File: config.mk
export PLATFORM = sky130hd
export DESIGN_NAME = fcca_dp
export DESIGN_NICKNAME = d
export VERILOG_FILES = /design/src/sv/fcca_pkg.sv /design/src/sv/fcca_dp.sv
export SDC_FILE = /design/constraint.sdc
export NUM_CORES = 1
export LEC_CHECK = 0
export ABC_AREA = 1
export ABC_CLOCK_PERIOD_IN_PS = 2800
export BUFFER_PORTS_ARGS = -buffer_cell sky130_fd_sc_hd__buf_2
export CORE_AREA = 2 2 186 188
export DETAILED_ROUTE_END_ITERATION = 6
export DIE_AREA = 0 0 188 190
export GPL_TIMING_DRIVEN = 1
export PLACE_DENSITY = 0.6
export SLEW_MARGIN = 20
export SYNTH_ARGS = -nofsm -noshare
export SYNTH_HDL_FRONTEND = slang
export SYNTH_SLANG_ARGS = --single-unit
export TNS_END_PERCENT = 30
File: constraint.sdc
create_clock -name clk -period 2.8 [get_ports clk]
set_input_delay 0.28 -clock clk [delete_from_list [all_inputs] [get_ports clk]]
set_output_delay 0.28 -clock clk [all_outputs]
set_load 0.01 [all_outputs]
File: src/sv/fcca_pkg.sv
// fcca_pkg: shared types and constants of the cluster allocation table
// used by fcca_ctrl, fcca_dp and fat_cluster_chain_allocator
`default_nettype none

package fcca_pkg;

  localparam int TABLE_DEPTH = 65536;
  localparam int CW          = 17;
  localparam int LW          = 28;

  localparam logic [LW-1:0] LINK_EOC     = 28'hFFFFFFF;
  localparam logic [LW-1:0] LINK_EOC_MIN = 28'hFFFFFF8;

  typedef enum logic [1:0] {
    CMD_ALLOC = 2'd0,
    CMD_FREE  = 2'd1,
    CMD_READ  = 2'd2,
    CMD_WRITE = 2'd3
  } cmd_t;

  typedef enum logic [1:0] {
    ST_OK       = 2'd0,
    ST_NO_SPACE = 2'd1,
    ST_BAD_LINK = 2'd2
  } status_t;

  typedef struct packed {
    cmd_t        cmd;
    logic [15:0] cluster;
    logic [16:0] count;
    logic [27:0] value;
  } req_t;

  typedef struct packed {
    status_t     status;
    logic [27:0] result_value;
    logic [16:0] free_left;
  } rsp_t;

  typedef enum logic [2:0] {
    S_CLEAR,
    S_IDLE,
    S_COLLECT,
    S_SEARCH,
    S_ALLOC_END,
    S_FREE_WALK,
    S_RW
  } state_t;

  typedef enum logic [2:0] {
    OP_NOP,
    OP_CLEAR,
    OP_START,
    OP_COLLECT,
    OP_SEARCH,
    OP_ALLOC_END,
    OP_FREE,
    OP_RW
  } dp_op_t;

  typedef enum logic [1:0] {
    SEL_ZERO,
    SEL_FIRST,
    SEL_ENTRY
  } res_sel_t;

  typedef struct packed {
    dp_op_t   op;
    logic     emit;
    status_t  status;
    res_sel_t sel;
  } ctrl_cmd_t;

  typedef struct packed {
    logic clr_last;
    logic alloc_bad;
    logic addr_bad;
    logic cur_end;
    logic entry_free;
    logic take_last;
    logic have;
    logic link_eoc;
    logic link_bad;
    logic is_read;
  } dp_stat_t;

endpackage

`default_nettype wire

File: src/sv/fcca_dp.sv
// fcca_dp: datapath of the cluster allocation table: walk pointer,
// chain bookkeeping, free count, hint, table port control and result register
// depends on fcca_pkg
`default_nettype none

module fcca_dp #(
  parameter int USABLE = 65536,
  parameter int AW     = 16
) (
  input  logic                     clk,
  input  logic                     rst,
  input  fcca_pkg::ctrl_cmd_t      ctl,
  input  fcca_pkg::req_t           req,
  output fcca_pkg::dp_stat_t       stat,
  output logic                     ram_we,
  output logic [AW-1:0]            ram_waddr,
  output logic [fcca_pkg::LW-1:0]  ram_wdata,
  output logic [AW-1:0]            ram_raddr,
  input  logic [fcca_pkg::LW-1:0]  ram_rdata,
  output logic                     done,
  output fcca_pkg::rsp_t           rsp
);

  import fcca_pkg::*;

  localparam logic [CW-1:0] USABLE_C = CW'(USABLE);

  cmd_t          cmd_q;
  logic [LW-1:0] val_q;
  logic [CW-1:0] cur;
  logic [CW-1:0] prev;
  logic [CW-1:0] first;
  logic [CW-1:0] left;
  logic [CW-1:0] taken;
  logic          have;
  logic [CW-1:0] free_total;
  logic [CW-1:0] hint;
  rsp_t          res;

  logic [CW-1:0] cur_next;
  logic [CW-1:0] prev_next;
  logic [CW-1:0] first_next;
  logic [CW-1:0] left_next;
  logic [CW-1:0] taken_next;
  logic          have_next;
  logic [CW-1:0] free_total_next;
  logic [CW-1:0] hint_next;
  logic [LW-1:0] res_value;

  assign stat.clr_last   = (cur == USABLE_C - 1'b1);
  assign stat.alloc_bad  = (req.count == '0) || (req.count > free_total);
  assign stat.addr_bad   = (req.cluster < 16'd2) || ({1'b0, req.cluster} >= USABLE_C);
  assign stat.cur_end    = (cur >= USABLE_C);
  assign stat.entry_free = (ram_rdata == '0);
  assign stat.take_last  = (left == CW'(1));
  assign stat.have       = have;
  assign stat.link_eoc   = (ram_rdata >= LINK_EOC_MIN);
  assign stat.link_bad   = (ram_rdata < LW'(2)) || (ram_rdata >= LW'(USABLE))
                           || (ram_rdata == LW'(cur));
  assign stat.is_read    = (cmd_q == CMD_READ);

  assign ram_raddr = cur_next[AW-1:0];

  always_comb begin
    cur_next        = cur;
    prev_next       = prev;
    first_next      = first;
    left_next       = left;
    taken_next      = taken;
    have_next       = have;
    free_total_next = free_total;
    hint_next       = hint;
    ram_we          = 1'b0;
    ram_waddr       = cur[AW-1:0];
    ram_wdata       = '0;
    unique case (ctl.op)
      OP_CLEAR: begin
        ram_we   = 1'b1;
        cur_next = cur + 1'b1;
      end
      OP_START: begin
        cur_next   = (req.cmd == CMD_ALLOC) ? hint : {1'b0, req.cluster};
        left_next  = req.count;
        taken_next = '0;
        have_next  = 1'b0;
      end
      OP_COLLECT: begin
        if (!stat.cur_end) begin
          if (stat.entry_free) begin
            if (have) begin
              ram_we    = 1'b1;
              ram_waddr = prev[AW-1:0];
              ram_wdata = LW'(cur);
            end else begin
              first_next = cur;
            end
            have_next  = 1'b1;
            prev_next  = cur;
            left_next  = left - 1'b1;
            taken_next = taken + 1'b1;
          end
          cur_next = cur + 1'b1;
        end
      end
      OP_SEARCH: begin
        if (!stat.cur_end && !stat.entry_free) cur_next = cur + 1'b1;
      end
      OP_ALLOC_END: begin
        if (have) begin
          ram_we          = 1'b1;
          ram_waddr       = prev[AW-1:0];
          ram_wdata       = LINK_EOC;
          free_total_next = free_total - taken;
          hint_next       = cur;
        end
      end
      OP_FREE: begin
        if (!stat.entry_free) begin
          ram_we          = 1'b1;
          free_total_next = free_total + 1'b1;
          if (cur < hint) hint_next = cur;
          if (!stat.link_eoc && !stat.link_bad) cur_next = ram_rdata[CW-1:0];
        end
      end
      OP_RW: begin
        if (cmd_q == CMD_WRITE) begin
          ram_we    = 1'b1;
          ram_wdata = val_q;
          if (stat.entry_free && val_q != '0) begin
            free_total_next = free_total - 1'b1;
          end else if (!stat.entry_free && val_q == '0) begin
            free_total_next = free_total + 1'b1;
            if (cur < hint) hint_next = cur;
          end
        end
      end
      default: cur_next = cur;
    endcase
  end

  always_comb begin
    unique case (ctl.sel)
      SEL_FIRST: res_value = LW'(first);
      SEL_ENTRY: res_value = ram_rdata;
      default:   res_value = '0;
    endcase
  end

  always_ff @(posedge clk) begin
    if (rst) begin
      cur        <= '0;
      have       <= 1'b0;
      free_total <= CW'(USABLE - 2);
      hint       <= CW'(2);
      done       <= 1'b0;
    end else begin
      cur        <= cur_next;
      have       <= have_next;
      free_total <= free_total_next;
      hint       <= hint_next;
      done       <= ctl.emit;
    end
  end

  always_ff @(posedge clk) begin
    if (ctl.op == OP_START) begin
      cmd_q <= req.cmd;
      val_q <= req.value;
    end
    prev  <= prev_next;
    first <= first_next;
    left  <= left_next;
    taken <= taken_next;
    if (ctl.emit) begin
      res.status       <= ctl.status;
      res.result_value <= res_value;
      res.free_left    <= free_total_next;
    end
  end

  assign rsp = res;

endmodule

`default_nettype wire

# == Word-level counts from Yosys, hierarchy flattened ==
# Index checks and enable logic that the tools add are counted.
# word_totals
out_inout_bits,119
inputBits,101
wordCells,122
ff_bits,197
# classes
order_cmp,7
n_addsub,6
muxes,45
n_bitwise,2
n_reduce_logical,24
eq_ne,23
# ops
operator,count
$mux 17,23
$pmux 17 s3,2
$pmux 17 s5,1
$pmux 28 s3,1
$pmux 17 s2,2
$logic_not 28->1,2
$mux 28,2
$pmux 28 s2,1
$add 17x1->17 const B,3
$mux 16,3
$sub 17x1->17 const B,2
$pmux 16 s2,1
$eq 28x17->1,1
$ge 28x17->1 const B,1
$ge 28x28->1 const B,1
$lt 28x2->1 const B,1
$reduce_bool 28->1,1
$ne 2x2->1 const B,9
$eq 17x1->1 const B,1
$eq 17x16->1 const B,1
$ge 17x17->1 const B,1
$gt 17x17->1,1
$logic_not 17->1,1
$lt 17x17->1,1
other kinds (22),44

# == Logic depth before layout (Yosys ltp) ==
# depth
ltp_word,8
ltp_mapped,17

# == Least setup slack after synthesis ==
# No wires, ideal clock.
# synth_path
kind,register to register
startpoint,reg free_total[0]
endpoint,"reg res, in the netlist rsp[14], data pin"
synth_period_minus_slack_ps,2204
setup_ps,262
required_time_ps,2538
setup_slack_ps,596
path_stages_with_launch,16
t_arrival_ps,1942
path_buffers,0
path_cell_list,dfxtp_1 -> inv_1 -> ha_1 -> inv_1 -> fa_1 -> nand2_1 -> nand3_1 -> and2_1 -> inv_1 -> o21bai_1 -> nand2_1 -> nand3_1 -> nand2_1 -> nor2_1 -> nor2_1 -> nand2_1
# synth_between
elab_chain_len,5
# synth_rtl
item,line_no,text
"start, declared",fcca_dp.sv:36,logic [CW-1:0] free_total;
"start signal, assigned",fcca_dp.sv:153,free_total <= CW'(USABLE - 2);
"start signal, assigned",fcca_dp.sv:159,free_total <= free_total_next;
$add 17x1->17,"fcca_dp.sv:120, fcca_dp.sv:132",
$mux 17,fcca_dp.sv:131,end else if (!stat.entry_free && val_q == '0) begin
$mux 17,fcca_dp.sv:129,if (stat.entry_free && val_q != '0) begin
$mux 17,fcca_dp.sv:126,if (cmd_q == CMD_WRITE) begin
$pmux 17 s3 *,fcca_dp.sv:76,unique case (ctl.op)
net free_total_next[14],fcca_dp.sv:46,logic [CW-1:0] free_total_next;
"end, declared",fcca_dp.sv:38,rsp_t res;
# The timed path passes the listed nets; every way through them passes the cells marked *.
# A chain may end at the register's enable or synchronous reset.

==> metrics.md <==
| Metric | Value |
|---|---|
| Routed Antenna Nets | `0` |
| Relative slew slack | `0.5593` |
| Clock skew | `between 0.01 and 0.015 ns` |
| Total GRT Usage | `0.2561` |
| Main synth FF type | `edfxtp_1` |
| Sinks on Clock Net | `approximately 200` |
| Layout cells sized above 1 | `0.1961` |
| Utilization after layout | `0.4754` |
| Buffers plus inverters on the worst setup path | `3` |
| CTS Buf Count | `17` |
| Slew @ Worst Pin | `0.6611 ns` |
| Residual DRC | `0` |
| Most frequent cells in the layout | `nand2_1 (422), buf_2 (219), nor2_1 (215)` |
| Port buffer count | `219` |
| Tmin final | `roughly 2.7 ns` |
| Ys async rst share | `0` |
| Initial Utilization | `0.3915` |
| Hold crit path type | `input port to flip-flop` |
| Syn nets | `1,964` |
| Worst setup SP type | `flip-flop` |
| Worst EP arrival | `2.45 ns` |
| Worst-Skew Late Latency | `roughly 0.47 ns` |
| CP top delay family | `compound AO/OA/AOI/OAI gates` |
| Antenna violations before repair | `1` |
| Gp weighted congestion | `0.9655` |
| Tot Pwr | `~7.7 mW` |
| HPWL Detailed | `roughly 36 mm` |
| Starting DRT DRC Count | `between 1,000 and 1,500` |
| Vias per std cell | `between 5 and 6` |
| Die Width | `188 um` |
| Final nets | `2,224` |
| Drt total wl | `46.41 mm` |
| Clock transition at path regs | `0.08 ns` |
| RSZ-0062 raised after global routing | `true` |
| Vias in the first global route | `12,661` |
| Slowest-stage cell, CP | `dfxtp_1` |
| Worst path required time | `about 2.5 ns` |
| First-pass GRT wire length | `between 70 and 80 mm` |
| Drt wl/cell | `18.34 um` |
| Mean Syn Cell Area | `~7.4 um2` |
| Commonest non-fill, non-tap cell in the layout | `nand2_1` |
| Die H | `about 190 um` |
| Post-synthesis cell count | `1,803` |
| H-Tree Depth | `4` |
| Cell Rows | `between 60 and 70` |
| Pre-CTS WS | `between 0.15 and 0.2 ns` |
| Post-synth EDFFs | `144` |
| Die Footprint | `between 30,000 and 40,000 um2` |
| Setup slack after layout | `0.07286 ns` |
| Fillers | `3,416` |
| Worst vdd ir | `about 0.00046 V` |
| Number of I/O pins | `220` |
| Pre-antenna DRT Iters | `5` |
| Outcome | `complete, no violations` |
| Max Freq | `between 300 and 400 MHz` |
| Synthesized flop and latch total | `197` |
| Grt total ovfl | `0` |
| Crit path cell chain | `buf_4, inv_2, ha_1, a21o_1, o21ai_0, o211ai_1, nand2_1, o211ai_1, o41ai_1, o21ai_1, buf_2` |
| Register area share after synthesis | `0.4052` |
| Deepest clock path buffer count | `2` |
| Final Hold Viols | `0` |
| CP peak stage delay | `just under 0.4 ns` |
| Max-cap violations | `0` |
| Register area | `between 5000 and 6000 um2` |
| Root Buffer | `clkbuf_16` |
| Cell Pwr Density | `477.1 nW/um2` |
| Met3 GRT Util | `0.04852` |
| Final Max Tran Viols | `0` |
| Most Used Layer, Global Route | `met2` |
| Netlist cell types | `50` |
| CP Max Fanout | `7` |
| Met1 usage | `0.3510` |
| Via count | `about 13,000` |
| N_diodes | `0` |
| Met2 usage | `0.4001` |
| Hold Slack | `0.1183 ns` |
| Mapped cell area | `about 13,000 um2` |
| Leakage | `approximately 7.4 nW` |
| Pin count of the biggest net entering global routing | `35` |
| Setup violations, final | `0` |
| Count of warnings emitted by yosys | `0` |
| Multi-input gate area | `6807 um2` |
| CP Capture Type | `output pin` |
| Final period util | `0.9740` |
| P&R area growth vs syn | `21.42%` |
| CTS tree | `yes` |
| Core area | `around 34,000 um2` |
| CP most frequent cell | `o211ai_1` |
| CP Class | `flip-flop to output pin` |
registers in the layout, indices dropped and copies added (netlist names):
signal and cells:
val_q 28, first 17, cmd_q 2, taken 17, free_total 17, left 17
done 1, rsp 47, have 1, prev 16, cur 17, hint 17
worst min-delay path: cells and delay by family:
kind          cells  cell delay [ns]
simple gates      1             0.05
buf+inv           2             0.14
power by group:
part           switching, mW  total (mW)  internal, mW
sequential             0.148        3.45          3.31
combinational           1.09        1.68         0.597
clock                   1.29        2.56          1.28
metrics by stage:
step / setup TNS (ns) / instance area [um2] / std cells
after floorplan: 0 / 13290 / 1803
after global placement: 0 / 15040 / 2463
after detailed placement: 0 / 15040 / 2463
after CTS: 0 / 15980 / 2527
after global routing: -0.07850 / 16140 / 2531
final: 0 / 16140 / 2531
worst paths after layout:
path / startpoint / endpoint / slack, ns / cells past startpoint
worst min-delay path: ram_rdata[24] / rsp[41]$_DFFE_PP_ / 0.12 / 3
worst max-delay path: free_total[4]$_SDFF_PP1_ / stat[8] / 0.07 / 11
worst min register to register: hint[1]$_SDFFE_PP1P_ / hint[1]$_SDFFE_PP1P_ / 0.46 / 2
worst max register to register: free_total[0]$_SDFF_PP0_ / rsp[4]$_DFFE_PP_ / 0.25 / 15
cell usage after synthesis (5+ instances only):
library cell | instances | area share
a21oi_1 | 132 | 0.050
a31oi_1 | 9 | 0.0042
buf_2 | 16 | 0.0060
buf_4 | 22 | 0.012
clkbuf_1 | 28 | 0.0079
clkinv_1 | 6 | 0.0017
dfxtp_1 | 53 | 0.080
edfxtp_1 | 144 | 0.33
ha_1 | 59 | 0.056
inv_1 | 199 | 0.056
inv_2 | 17 | 0.0048
nand2_1 | 424 | 0.12
nand2_2 | 9 | 0.0042
nand3_1 | 137 | 0.052
nand4_1 | 40 | 0.019
nor2_1 | 221 | 0.062
nor3_1 | 30 | 0.011
nor3_2 | 5 | 0.0038
nor4_1 | 13 | 0.0061
o211ai_1 | 9 | 0.0051
o21ai_0 | 117 | 0.044
o21ai_1 | 9 | 0.0034
xnor2_1 | 7 | 0.0046
xor2_1 | 39 | 0.026
final cells by class:
cell class | instances | share of cell area
clock buffer | 18 | 0.02659
clock inverter | 14 | 0.009924
inverter | 223 | 0.05241
multi-input combinational | 1314 | 0.4218
sequential | 197 | 0.3368
tap | 455 | 0.03528
timing repair buffer | 310 | 0.1172
metal layers:
metal	share of wire	vias to the layer above	wire length [um]
li1	-	6533	-
met1	0.45	6231	20840
met2	0.44	637	20510
met3	0.080	81	3702
met4	0.029	2	1351
met5	0.00028	-	13
logic make-up after synthesis:
kind of cell	Yosys count	share of synthesized area
AND/OR/NAND/NOR	907	0.2961
XOR/XNOR	46	0.03031
adder cells (fa/ha/maj)	60	0.05705
AO/OA/AOI/OAI	301	0.1211
flip-flops	197	0.4052
buffers and inverters	292	0.09037
timing repair:
item                       CTS  global route
hold endpoints to repair    32             0
gates resized for setup     21            41
hold buffers                32             0
setup endpoints to repair   17            25
setup buffers                0             4
pin swaps                    0             5
(Power assumes the default switching activity.)
