--- src/sv/fcca_pkg.sv ---
// fcca_pkg: shared types and constants of the cluster allocation table
// used by fcca_ctrl, fcca_dp and fat_cluster_chain_allocator
`default_nettype none

package fcca_pkg;

  localparam int TABLE_DEPTH = 65536;
  localparam int CW          = 17;
  localparam int LW          = 28;

  localparam logic [LW-1:0] LINK_EOC     = 28'hFFFFFFF;
  localparam logic [LW-1:0] LINK_EOC_MIN = 28'hFFFFFF8;

  typedef enum logic [1:0] {
    CMD_ALLOC = 2'd0,
    CMD_FREE  = 2'd1,
    CMD_READ  = 2'd2,
    CMD_WRITE = 2'd3
  } cmd_t;

  typedef enum logic [1:0] {
    ST_OK       = 2'd0,
    ST_NO_SPACE = 2'd1,
    ST_BAD_LINK = 2'd2
  } status_t;

  typedef struct packed {
    cmd_t        cmd;
    logic [15:0] cluster;
    logic [16:0] count;
    logic [27:0] value;
  } req_t;

  typedef struct packed {
    status_t     status;
    logic [27:0] result_value;
    logic [16:0] free_left;
  } rsp_t;

  typedef enum logic [2:0] {
    S_CLEAR,
    S_IDLE,
    S_COLLECT,
    S_SEARCH,
    S_ALLOC_END,
    S_FREE_WALK,
    S_RW
  } state_t;

  typedef enum logic [2:0] {
    OP_NOP,
    OP_CLEAR,
    OP_START,
    OP_COLLECT,
    OP_SEARCH,
    OP_ALLOC_END,
    OP_FREE,
    OP_RW
  } dp_op_t;

  typedef enum logic [1:0] {
    SEL_ZERO,
    SEL_FIRST,
    SEL_ENTRY
  } res_sel_t;

  typedef struct packed {
    dp_op_t   op;
    logic     emit;
    status_t  status;
    res_sel_t sel;
  } ctrl_cmd_t;

  typedef struct packed {
    logic clr_last;
    logic alloc_bad;
    logic addr_bad;
    logic cur_end;
    logic entry_free;
    logic take_last;
    logic have;
    logic link_eoc;
    logic link_bad;
    logic is_read;
  } dp_stat_t;

endpackage

`default_nettype wire

--- src/sv/fcca_ctrl.sv ---
// fcca_ctrl: command sequencer of the cluster allocation table
// depends on fcca_pkg; drives fcca_dp through ctrl_cmd_t, reads dp_stat_t
`default_nettype none

module fcca_ctrl (
  input  logic              clk,
  input  logic              rst,
  input  logic              start,
  input  fcca_pkg::cmd_t    req_cmd,
  input  fcca_pkg::dp_stat_t stat,
  output fcca_pkg::ctrl_cmd_t ctl,
  output logic              busy
);

  import fcca_pkg::*;

  state_t state;
  state_t state_next;

  always_ff @(posedge clk) begin
    if (rst) begin
      state <= S_CLEAR;
    end else begin
      state <= state_next;
    end
  end

  assign busy = (state != S_IDLE);

  always_comb begin
    state_next = state;
    unique case (state)
      S_CLEAR: begin
        if (stat.clr_last) state_next = S_IDLE;
      end
      S_IDLE: begin
        if (start) begin
          unique case (req_cmd)
            CMD_ALLOC: state_next = stat.alloc_bad ? S_IDLE : S_COLLECT;
            CMD_FREE:  state_next = stat.addr_bad ? S_IDLE : S_FREE_WALK;
            default:   state_next = stat.addr_bad ? S_IDLE : S_RW;
          endcase
        end
      end
      S_COLLECT: begin
        priority if (stat.cur_end) state_next = S_ALLOC_END;
        else if (stat.entry_free && stat.take_last) state_next = S_SEARCH;
        else state_next = S_COLLECT;
      end
      S_SEARCH: begin
        if (stat.cur_end || stat.entry_free) state_next = S_ALLOC_END;
      end
      S_ALLOC_END: state_next = S_IDLE;
      S_FREE_WALK: begin
        if (stat.entry_free || stat.link_eoc || stat.link_bad) state_next = S_IDLE;
      end
      S_RW: state_next = S_IDLE;
      default: state_next = S_IDLE;
    endcase
  end

  always_comb begin
    ctl.op     = OP_NOP;
    ctl.emit   = 1'b0;
    ctl.status = ST_OK;
    ctl.sel    = SEL_ZERO;
    unique case (state)
      S_CLEAR: ctl.op = OP_CLEAR;
      S_IDLE: begin
        if (start) begin
          ctl.op = OP_START;
          if (req_cmd == CMD_ALLOC) begin
            if (stat.alloc_bad) begin
              ctl.emit   = 1'b1;
              ctl.status = ST_NO_SPACE;
            end
          end else if (stat.addr_bad) begin
            ctl.emit   = 1'b1;
            ctl.status = ST_BAD_LINK;
          end
        end
      end
      S_COLLECT: ctl.op = OP_COLLECT;
      S_SEARCH:  ctl.op = OP_SEARCH;
      S_ALLOC_END: begin
        ctl.op   = OP_ALLOC_END;
        ctl.emit = 1'b1;
        if (stat.have) begin
          ctl.sel = SEL_FIRST;
        end else begin
          ctl.status = ST_NO_SPACE;
        end
      end
      S_FREE_WALK: begin
        ctl.op = OP_FREE;
        priority if (stat.entry_free) begin
          ctl.emit   = 1'b1;
          ctl.status = ST_BAD_LINK;
        end else if (stat.link_eoc) begin
          ctl.emit = 1'b1;
        end else if (stat.link_bad) begin
          ctl.emit   = 1'b1;
          ctl.status = ST_BAD_LINK;
        end else begin
          ctl.emit = 1'b0;
        end
      end
      S_RW: begin
        ctl.op   = OP_RW;
        ctl.emit = 1'b1;
        ctl.sel  = stat.is_read ? SEL_ENTRY : SEL_ZERO;
      end
      default: ctl.op = OP_NOP;
    endcase
  end

endmodule

`default_nettype wire

--- config.mk ---
export PLATFORM = sky130hd
export DESIGN_NAME = fcca_ctrl
export DESIGN_NICKNAME = d
export VERILOG_FILES = /design/src/sv/fcca_pkg.sv /design/src/sv/fcca_ctrl.sv
export SDC_FILE = /design/constraint.sdc
export NUM_CORES = 1
export LEC_CHECK = 0
export ABC_AREA = 1
export BUFFER_PORTS_ARGS = -buffer_cell sky130_fd_sc_hd__buf_2
export CAP_MARGIN = 20
export CORE_AREA = 10 10 47 49
export DETAILED_ROUTE_END_ITERATION = 6
export DIE_AREA = 0 0 57 59
export PLACE_DENSITY_LB_ADDON = 0.25
export SLEW_MARGIN = 20
export SYNTH_ARGS = -nofsm -noshare
export SYNTH_HDL_FRONTEND = slang
export SYNTH_SLANG_ARGS = --single-unit
--- constraint.sdc ---
create_clock -name clk -period 2.8 [get_ports clk]
set_input_delay 0.56 -clock clk [delete_from_list [all_inputs] [get_ports clk]]
set_output_delay 0.56 -clock clk [all_outputs]
set_load 0.01 [all_outputs]
* Word-level counts from Yosys, hierarchy flattened
Index checks and enable logic that the tools add are counted.
** Word-level totals
- Flip-flop bits (word level) :: 3
- Bits in latches :: 0
- RAM bits :: 0
- Memory bits (read-only) :: 0
- Input port bits :: 15
- Output and inout port bits :: 9
- Logic and storage cells :: 48
- Memories kept :: 0
** Operators by class
- $add $sub $neg :: 0
- $mul :: 0
- Divide/modulo/power cells :: 0
- Magnitude comparators :: 0
- Equality and inequality tests :: 12
- Shifts and indexed selects :: 0
- Multiplexer cells :: 27
- Bitwise gates (word level) :: 0
- Reductions and logical operators :: 8
** Operators with widths (count)
- 3-bit 2-to-1 mux :: 11
- 3-bit one-hot mux with 7 select lines :: 1
- 3-bit one-hot mux with 5 select lines :: 1
- 3-bit == test, second input constant :: 3
- 2-bit 2-to-1 mux :: 4
- 2-bit != test, second input constant :: 4
- 3-bit by 2-bit == test with 1-bit output, second input constant :: 2
- 2-bit one-hot mux with 3 select lines :: 1
- 3-bit one-hot mux with 2 select lines :: 1
- 1-bit 2-to-1 mux :: 5
- 5-bit 2-to-1 mux :: 1
- 2-bit one-hot mux with 2 select lines :: 1
- 4-bit AND reduction :: 1
- 3-bit by 1-bit == test with 1-bit output, second input constant :: 1
- 3-bit logical NOT :: 1
- 1-bit logical OR :: 3
- 3-bit by 1-bit != test with 1-bit output, second input constant :: 1
- 1-bit one-hot mux with 3 select lines :: 1
- 2-bit by 1-bit == test with 1-bit output, second input constant :: 1
- 2-bit logical NOT :: 1
- 2-bit OR reduction :: 1
- 1-bit logical AND :: 1

* Logic depth before layout (Yosys ltp)
Gate-level depths: netlist of run 1.
- Depth after elaboration :: 4
- Mapped depth :: 7
- Depth with buffers taken out :: 7

* Worst setup path after synthesis of run 1
OpenSTA, ideal clock, no wires.
- Path type :: input -> output
- Start point :: input port req_cmd[1]
- End point :: output port ctl[4] (netlist name)
- Arrival :: 1133 ps
- Required time :: 2240 ps
- Slack :: 1107 ps
- Stages :: 3
- Buffers on the path :: 0
- Cell sequence :: nor2_1 -> o21ai_0 -> o21ai_0
** RTL lines
- start: declaration :: RTL line fcca_ctrl.sv:9 : input fcca_pkg::cmd_t req_cmd,
- end: declaration :: RTL line fcca_ctrl.sv:11 : output fcca_pkg::ctrl_cmd_t ctl,

==> results.txt, run 1 <==
----------------------------------------------------
[Floorplan]
  Initial cell density of the core ... 29.11%
  Height of the die ... 59 µm
  Die Area ... 3363 µm²
  Row count ... 14
  Floorplan core area ... 1401 µm²
  Die boundary width ... 57 µm
  Ports ... 24

[Pwr]
  Total power per unit cell area ... 352.8 nW/µm²
  Leakage component of the power ... 0.3088 nW
  Total power after layout ... 0.1982 mW
  Maximum VDD drop ... 0.0001419 V

[Cells and area]
  Filler-free cell count of the finished design ... 120
  Number of nets in the layout ... 120
  Max FFs per register ... 3
  Count of antenna diodes in the layout ... 0
  Largest reg by FF count ... state
  Signed area change from the synthesized netlist to the final layout ... 37.73%
  Proportion of layout cells with a drive suffix above 1 ... 35.58%
  Most frequent cells in the layout ... 23 x sky130_fd_sc_hd__buf_2, 21 x sky130_fd_sc_hd__nand2_1, 14 x sky130_fd_sc_hd__nor2_1, 11 x sky130_fd_sc_hd__inv_1
  Leading registers by flop count ... state x3
  Final-layout fill cell count ... 172
  Most common cell after layout, fill and taps aside ... sky130_fd_sc_hd__buf_2

[Clock network]
  Number of setup buffers added after CTS ... 0
  Clock sink count ... 3
  Post-CTS Resized ... 0
  Buffer cell driving the clock tree root ... sky130_fd_sc_hd__clkbuf_4
  TritonCTS clock tree ... built
  Total clock buffers created by CTS ... 3
  Clock insertion delay at the later pin of the skew report ... 0.23 ns
  Number of H-tree levels ... 1
  CTS hold repair buffers ... 0
  Clock tree buffer depth ... 2
  Clock input transition at the sequential cells of the worst setup and hold paths ... 0.04 ns

[Timing]
  Minimum period implied by the final worst setup slack ... 1.976 ns
  Slew Limit Headroom ... 72.53%
  Slew at the pin closest to its max-slew limit ... 0.4115 ns
  Fin crit share ... 70.56%
  Clock skew after layout ... 0.001784 ns
  Minimum hold slack ... 0.5192 ns
  Unrepaired setup endpoints after global routing ... no
  Count of endpoints failing hold in the final timing report ... 0
  Pins over their slew limit ... 0
  Final Setup Violations ... 0
  Peak Freq ... 506.2 MHz
  Sum of negative setup slack ... 0 ns

[Routing]
  Initial detailed-routing violation count ... 7
  Router iterations before antenna repair ... 4
  Drt drc ... 0
  Via count ... 514
  Routed wire per std cell ... 9.758 µm
  Routed wire length ... 1171 µm
  Vias/cell ... 4.283
  Remaining number of nets flagged by the antenna check after routing ... 0

[Critical path]
  Worst Setup End Kind ... primary output
  Worst Setup Path Type ... flip-flop to primary output
  Critical Path, Cell by Cell ... inv_2 -> nor2_2 -> inv_1 -> o21ai_0 -> buf_2
  Maximum net fanout on the critical path ... 10
  Cell type of the slowest stage on the worst timing path ... sky130_fd_sc_hd__dfxtp_1
  Worst path arrival time ... 1.42 ns
  Maximum single-stage delay on the critical path ... 0.56 ns
  Sort of element at the start of the critical path ... flip-flop
  Critical Path Start ... state[2]$_SDFFE_PP0P_
  Worst R2R Start ... state[2]$_SDFFE_PP0P_
  Data required time of the critical path ... 2.24 ns

[Placed design]
  Placed wire-length estimate after detailed placement ... 1024 µm
  Port Buf Inserts ... 23
  Total instance count after detailed placement ... 116
  Global placer's final weighted congestion ... 0.7831

[Run]
  MaxCap Viol Count ... 0

[Yosys]
  Warnings from Yosys ... 0
  Sequential fraction of the synthesis area ... 14.72%
  Synthesized Nets ... 93
  Proportion of netlist area held by the largest area contributor ... 19.33%
  Number of flip-flops and latches in the synthesized netlist ... 3
  Post-synthesis cell type with the largest combined area ... sky130_fd_sc_hd__nand2_1
  Distinct cell type count after synthesis ... 16
  Top post-synthesis cells by area ... sky130_fd_sc_hd__nand2_1 19%, sky130_fd_sc_hd__dfxtp_1 15%, sky130_fd_sc_hd__nor2_1 13%
  Syn avg cell area ... 5.229 µm²
  Mapped Area ... 407.9 µm²
  Number of instances in the synthesized netlist ... 78

[Hold path]
  Worst hold path startpoint ... rst
  Worst min-delay path category ... input pin to flip-flop

[Global routing]
  Overall routing resource usage ... 7.171%
  Largest net degree at the start of global routing ... 11
  Antenna violations before repair ... 0
  Total overflow reported by the global router ... 0
  Vias in the first global route ... 509
  Global-route wire length before repair ... 2097 µm

[Status]
  Result of the run ... finished, final reports clean

----------------------------------------------------
-- logic make-up after synthesis --
group / synth area share, %
simple gates: 55.21
buf+inv: 13.81
compound gates: 16.26
flops: 14.72
-- power breakdown --
part	internal, mW	total (mW)	switching (mW)
clock	0.0533	0.0736	0.0203
combinational	0.0298	0.0725	0.0427
sequential	0.0460	0.0522	0.00619
total	0.129	0.198	0.0691
-- per-stage QoR --
step           util (%)  instance area (µm²)  setup WS [ns]
2_1_floorplan         -                407.9          1.107
3_3_place_gp      38.21                535.5         0.8880
3_5_place_dp      38.21                535.5         0.8946
4_1_cts           40.09                561.8         0.8083
5_1_grt           40.09                561.8         0.6616
6_report          40.09                561.8         0.8244
-- cell usage after synthesis --
cell type	number
sky130_fd_sc_hd__nand2_1	21
sky130_fd_sc_hd__nor2_1	14
sky130_fd_sc_hd__inv_1	11
sky130_fd_sc_hd__nand3_1	5
sky130_fd_sc_hd__o21ai_0	5
sky130_fd_sc_hd__a21oi_1	4
sky130_fd_sc_hd__nor2_2	4
sky130_fd_sc_hd__dfxtp_1	3
sky130_fd_sc_hd__inv_2	2
sky130_fd_sc_hd__nand2_2	2
sky130_fd_sc_hd__nand3_2	2
sky130_fd_sc_hd__a22oi_1	1
sky130_fd_sc_hd__buf_4	1
sky130_fd_sc_hd__nor2_4	1
sky130_fd_sc_hd__o21a_1	1
sky130_fd_sc_hd__o22ai_1	1
-- layout make-up --
cell class / count / area [µm²] / area share, %
Multi-Input combinational cell: 61 / 291.5 / 51.89
Timing Repair Buffer: 23 / 115.1 / 20.49
Tap cell: 16 / 20.02 / 3.563
Sequential cell: 3 / 60.06 / 10.69
Inverter: 13 / 48.80 / 8.686
Clock buffer: 4 / 26.28 / 4.677
-- path summary, 6_finish.rpt --
kind / to / slack (ns) / cells after the start
hold reg to reg: state[1]$_SDFFE_PP0P_ / 0.69 / 4
setup reg to reg: state[0]$_SDFFE_PP0P_ / 1.52 / 6
setup / recovery: ctl[3] / 0.82 / 5
hold / removal: state[1]$_SDFFE_PP0P_ / 0.52 / 2
-- metal layers --
layer / part of all wire, % / GRT usage (%) / up-vias
met5: 0 / 0 / -
met4: 0 / 3.020 / 0
met3: 2.4 / 1.073 / 0
met2: 45 / 11.16 / 12
met1: 53 / 9.490 / 205
li1: - / - / 297
-- worst max-delay path: cells and delay by family (launching register included) --
| kind | cells | cell delay [ns] |
|---|---|---|
| DFF | 1 | 0.56 |
| buffers and inverters | 3 | 0.29 |
| AOI/OAI and AO/OA | 1 | 0.15 |
| and+or+nand+nor | 1 | 0.18 |
No activity file was read; power rests on OpenSTA's default activity.
==> run 2, diff against run 1 <==
--- a/config.mk
+++ b/config.mk
@@ -5,7 +5,7 @@
 export SDC_FILE = /design/constraint.sdc
 export NUM_CORES = 1
 export LEC_CHECK = 0
-export ABC_AREA = 1
+export ABC_AREA = 0
 export BUFFER_PORTS_ARGS = -buffer_cell sky130_fd_sc_hd__buf_2
 export CAP_MARGIN = 20
 export CORE_AREA = 10 10 47 49
==> constraint.sdc (replaced) <==
create_clock -name clk -period 1.7 [get_ports clk]
set_input_delay 0.34 -clock clk [delete_from_list [all_inputs] [get_ports clk]]
set_output_delay 0.34 -clock clk [all_outputs]
set_load 0.01 [all_outputs]
==> results.txt, run 2 <==
----------------------------------------------------
[Status]
  Result of the run ... finished, final reports clean

[Global routing]
  Total overflow reported by the global router ... 0
  Vias in the first global route ... 444
  Antenna violations before repair ... 0
  Largest net degree at the start of global routing ... 11
  Global-route wire length before repair ... 1966 µm
  Overall routing resource usage ... 7.127%

[Routing]
  Vias/cell ... 5.234
  Router iterations before antenna repair ... 4
  Routed wire length ... 1272 µm
  Drt drc ... 0
  Initial detailed-routing violation count ... 13
  Remaining number of nets flagged by the antenna check after routing ... 0
  Routed wire per std cell ... 13.53 µm
  Via count ... 492

[Yosys]
  Cell types with the highest counts after synthesis ... 5 x sky130_fd_sc_hd__nand2_1, 5 x sky130_fd_sc_hd__nor2_1, 4 x sky130_fd_sc_hd__o21ai_0
  Warnings from Yosys ... 0
  Adder and majority gate portion of the synthesized area ... 0%
  Proportion of netlist area held by the largest area contributor ... 15.53%
  Sequential fraction of the synthesis area ... 15.53%
  Number of enable-type register cells in the synthesized netlist ... 0
  Simple-gate share of the synthesized area ... 36.57%
  Fraction of registers with async set/reset ... 0%
  Syn avg cell area ... 7.732 µm²
  Main combinational cell family by area after synthesis ... simple AND/OR/NAND/NOR gates
  Number of flip-flops and latches in the synthesized netlist ... 3
  Post-synthesis cell type with the largest combined area ... sky130_fd_sc_hd__dfxtp_1
  Xor and xnor area share after synthesis ... 2.265%
  Most frequently used flop master after synthesis ... sky130_fd_sc_hd__dfxtp_1
  Mapped Area ... 386.6 µm²
  Top post-synthesis cells by area ... sky130_fd_sc_hd__dfxtp_1 16%, sky130_fd_sc_hd__buf_12 5.2%, sky130_fd_sc_hd__o21ai_0 5.2%
  Distinct cell type count after synthesis ... 33
  Multiplexer share of the synthesized area ... 2.913%
  Synthesized Nets ... 65
  Synth Area in Compound Gates ... 31.72%
  Number of instances in the synthesized netlist ... 50

[Critical path]
  Worst path most repeated cell ... sky130_fd_sc_hd__buf_2
  Worst Setup End Kind ... primary output
  Maximum net fanout on the critical path ... 2
  Reg2reg path depth ... 4
  Data required time of the critical path ... 1.36 ns
  Worst path arrival time ... 1.30 ns
  Cell type of the slowest stage on the worst timing path ... sky130_fd_sc_hd__mux2_1
  Worst Setup Path Type ... input pin to primary output
  Critical Path, Cell by Cell ... buf_2 -> nor2_1 -> mux2_1 -> a32o_1 -> buf_2
  Number of gates on the worst path with buffers counted ... 5
  Worst R2R Start ... state[0]$_SDFFE_PP0P_
  Worst path top cell family by delay ... multiplexers
  Critical Path Start ... req_cmd[1]
  Maximum single-stage delay on the critical path ... 0.33 ns
  Sort of element at the start of the critical path ... input pin
  Combined buffer and inverter count along the critical path ... 2

[Cells and area]
  Count of antenna diodes in the layout ... 0
  Signed area change from the synthesized netlist to the final layout ... 41.42%
  Proportion of layout cells with a drive suffix above 1 ... 48.72%
  Final-layout fill cell count ... 164
  Max FFs per register ... 3
  Number of nets in the layout ... 94
  Most common cell after layout, fill and taps aside ... sky130_fd_sc_hd__buf_2
  Post-Layout Inst Area ... 546.8 µm²
  Largest reg by FF count ... state
  Leading registers by flop count ... state x3
  Most frequent cells in the layout ... 23 x sky130_fd_sc_hd__buf_2, 5 x sky130_fd_sc_hd__nor2_1, 5 x sky130_fd_sc_hd__nand2_1, 4 x sky130_fd_sc_hd__o21ai_0, 4 x sky130_fd_sc_hd__buf_4

[Pwr]
  Switching portion of total power ... 31.65%
  Seq pwr share ... 27.1%
  Switching component of the power ... 0.09704 mW
  Total power per unit cell area ... 560.8 nW/µm²
  Maximum VDD drop ... 0.0002256 V
  Share of total power in the clock network ... 42.2%
  Design internal power ... 0.2096 mW
  Leakage component of the power ... 0.2550 nW
  Combinational cell fraction of total power ... 30.7%

[Run]
  MaxCap Viol Count ... 0

[Timing]
  Clock skew after layout ... 0.007154 ns
  Fin crit share ... 96.37%
  Unrepaired setup endpoints after global routing ... no
  Final Setup Violations ... 0
  Minimum hold slack ... 0.2877 ns
  Peak Freq ... 610.4 MHz
  Minimum period implied by the final worst setup slack ... 1.638 ns
  Pins over their slew limit ... 0
  Sum of negative setup slack ... 0 ns
  Count of endpoints failing hold in the final timing report ... 0
  Slew Limit Headroom ... 79.84%
  Slew at the pin closest to its max-slew limit ... 0.2986 ns

[Clock network]
  Number of H-tree levels ... 1
  Clock tree buffer depth ... 2
  Number of setup buffers added after CTS ... 0
  Clock sink count ... 3
  Total clock buffers created by CTS ... 3
  Buffer cell driving the clock tree root ... sky130_fd_sc_hd__clkbuf_4
  TritonCTS clock tree ... built
  Clock input transition at the sequential cells of the worst setup and hold paths ... 0.04 ns
  Clock insertion delay at the later pin of the skew report ... 0.24 ns

[Placed design]
  Global placer's final weighted congestion ... 0.8419
  Placed wire-length estimate after detailed placement ... 1046 µm
  Instance area at placement ... 516.7 µm²
  Port Buf Inserts ... 23

[Floorplan]
  Row count ... 14
  Die Area ... 3363 µm²
  Initial cell density of the core ... 27.59%
  Floorplan core area ... 1401 µm²
  Die boundary width ... 57 µm
  Ports ... 24
  Height of the die ... 59 µm

[Hold path]
  Worst min-delay path category ... input pin to flip-flop
  Worst hold path startpoint ... rst
  Cell depth of the worst hold path ... 2

----------------------------------------------------
## run 2: cell types whose count changed in the layout (fill, tap and decap cells not counted), sizes merged, moves of 2 or more
cell	previous run	this run
a21boi	0	2
inv	13	2
nor2	19	5
nand3	7	0
nor3	0	2
nor2b	0	2
nand2	23	6
a21oi	4	2
buf	23	27
## run 2: path summary, 6_finish.rpt
check	to	slack (ns)
worst min-delay path	state[0]$_SDFFE_PP0P_	0.29
worst min register to register	state[1]$_SDFFE_PP0P_	0.69
worst max-delay path	ctl[4]	0.06
worst max register to register	state[0]$_SDFFE_PP0P_	0.43
## run 2: cell type report
type | instances | area, µm² | share of cell area [%]
multi-input combinational | 42 | 284.0 | 51.95
timing repair buffer | 27 | 145.1 | 26.54
sequential | 3 | 63.81 | 11.67
clock buffer | 4 | 26.28 | 4.805
tap | 16 | 20.02 | 3.661
inverter | 2 | 7.507 | 1.373
## run 2: per-stage QoR
step / power [mW] / std cells / setup WS (ns) / util (%)
floorplan: 0.1356 / 50 / 0.2198 / -
global placement: 0.1772 / 90 / 0.06079 / 36.88
detailed placement: 0.1775 / 90 / 0.05120 / 36.88
CTS: 0.3060 / 94 / 0.02927 / 38.75
global route: 0.3271 / 94 / 0.01865 / 39.02
finish: 0.3066 / 94 / 0.06171 / 39.02
## run 2: power groups by stage
stage | sequential [mW] | clock, mW | combinational [mW]
after floorplan | 0.0782 | 0 | 0.0574
after global placement | 0.0832 | 0 | 0.0940
after detailed placement | 0.0832 | 0 | 0.0942
after CTS | 0.0821 | 0.129 | 0.0947
after global routing | 0.0843 | 0.141 | 0.102
final | 0.0832 | 0.129 | 0.0942
## run 2: cell families after synthesis
group           count (synthesis)
simple gates                   23
compound gates                 17
buf+inv                         5
flops                           3
xor+xnor                        1
mux                             1
## run 2: worst register-to-register path, stage by stage (launching register included)
cell and delay, ns:
sky130_fd_sc_hd__dfxtp_2 0.38, sky130_fd_sc_hd__buf_4 0.18, sky130_fd_sc_hd__nand2_4 0.06, sky130_fd_sc_hd__o32a_1 0.31
sky130_fd_sc_hd__a311oi_1 0.25
## run 2: metal layers
layer / vias up / global-route usage [%] / wire length (µm)
li1: 248 / - / -
met1: 229 / 8.304 / 579
met2: 13 / 11.32 / 618
met3: 2 / 2.146 / 57
met4: 0 / 4.027 / 17
met5: - / 0 / 0
## run 2: what timing repair did
item / CTS / global route
resized for setup: 0 / 3
endpoints found under the setup margin: 0 / 5
hold buffers: 0 / 0
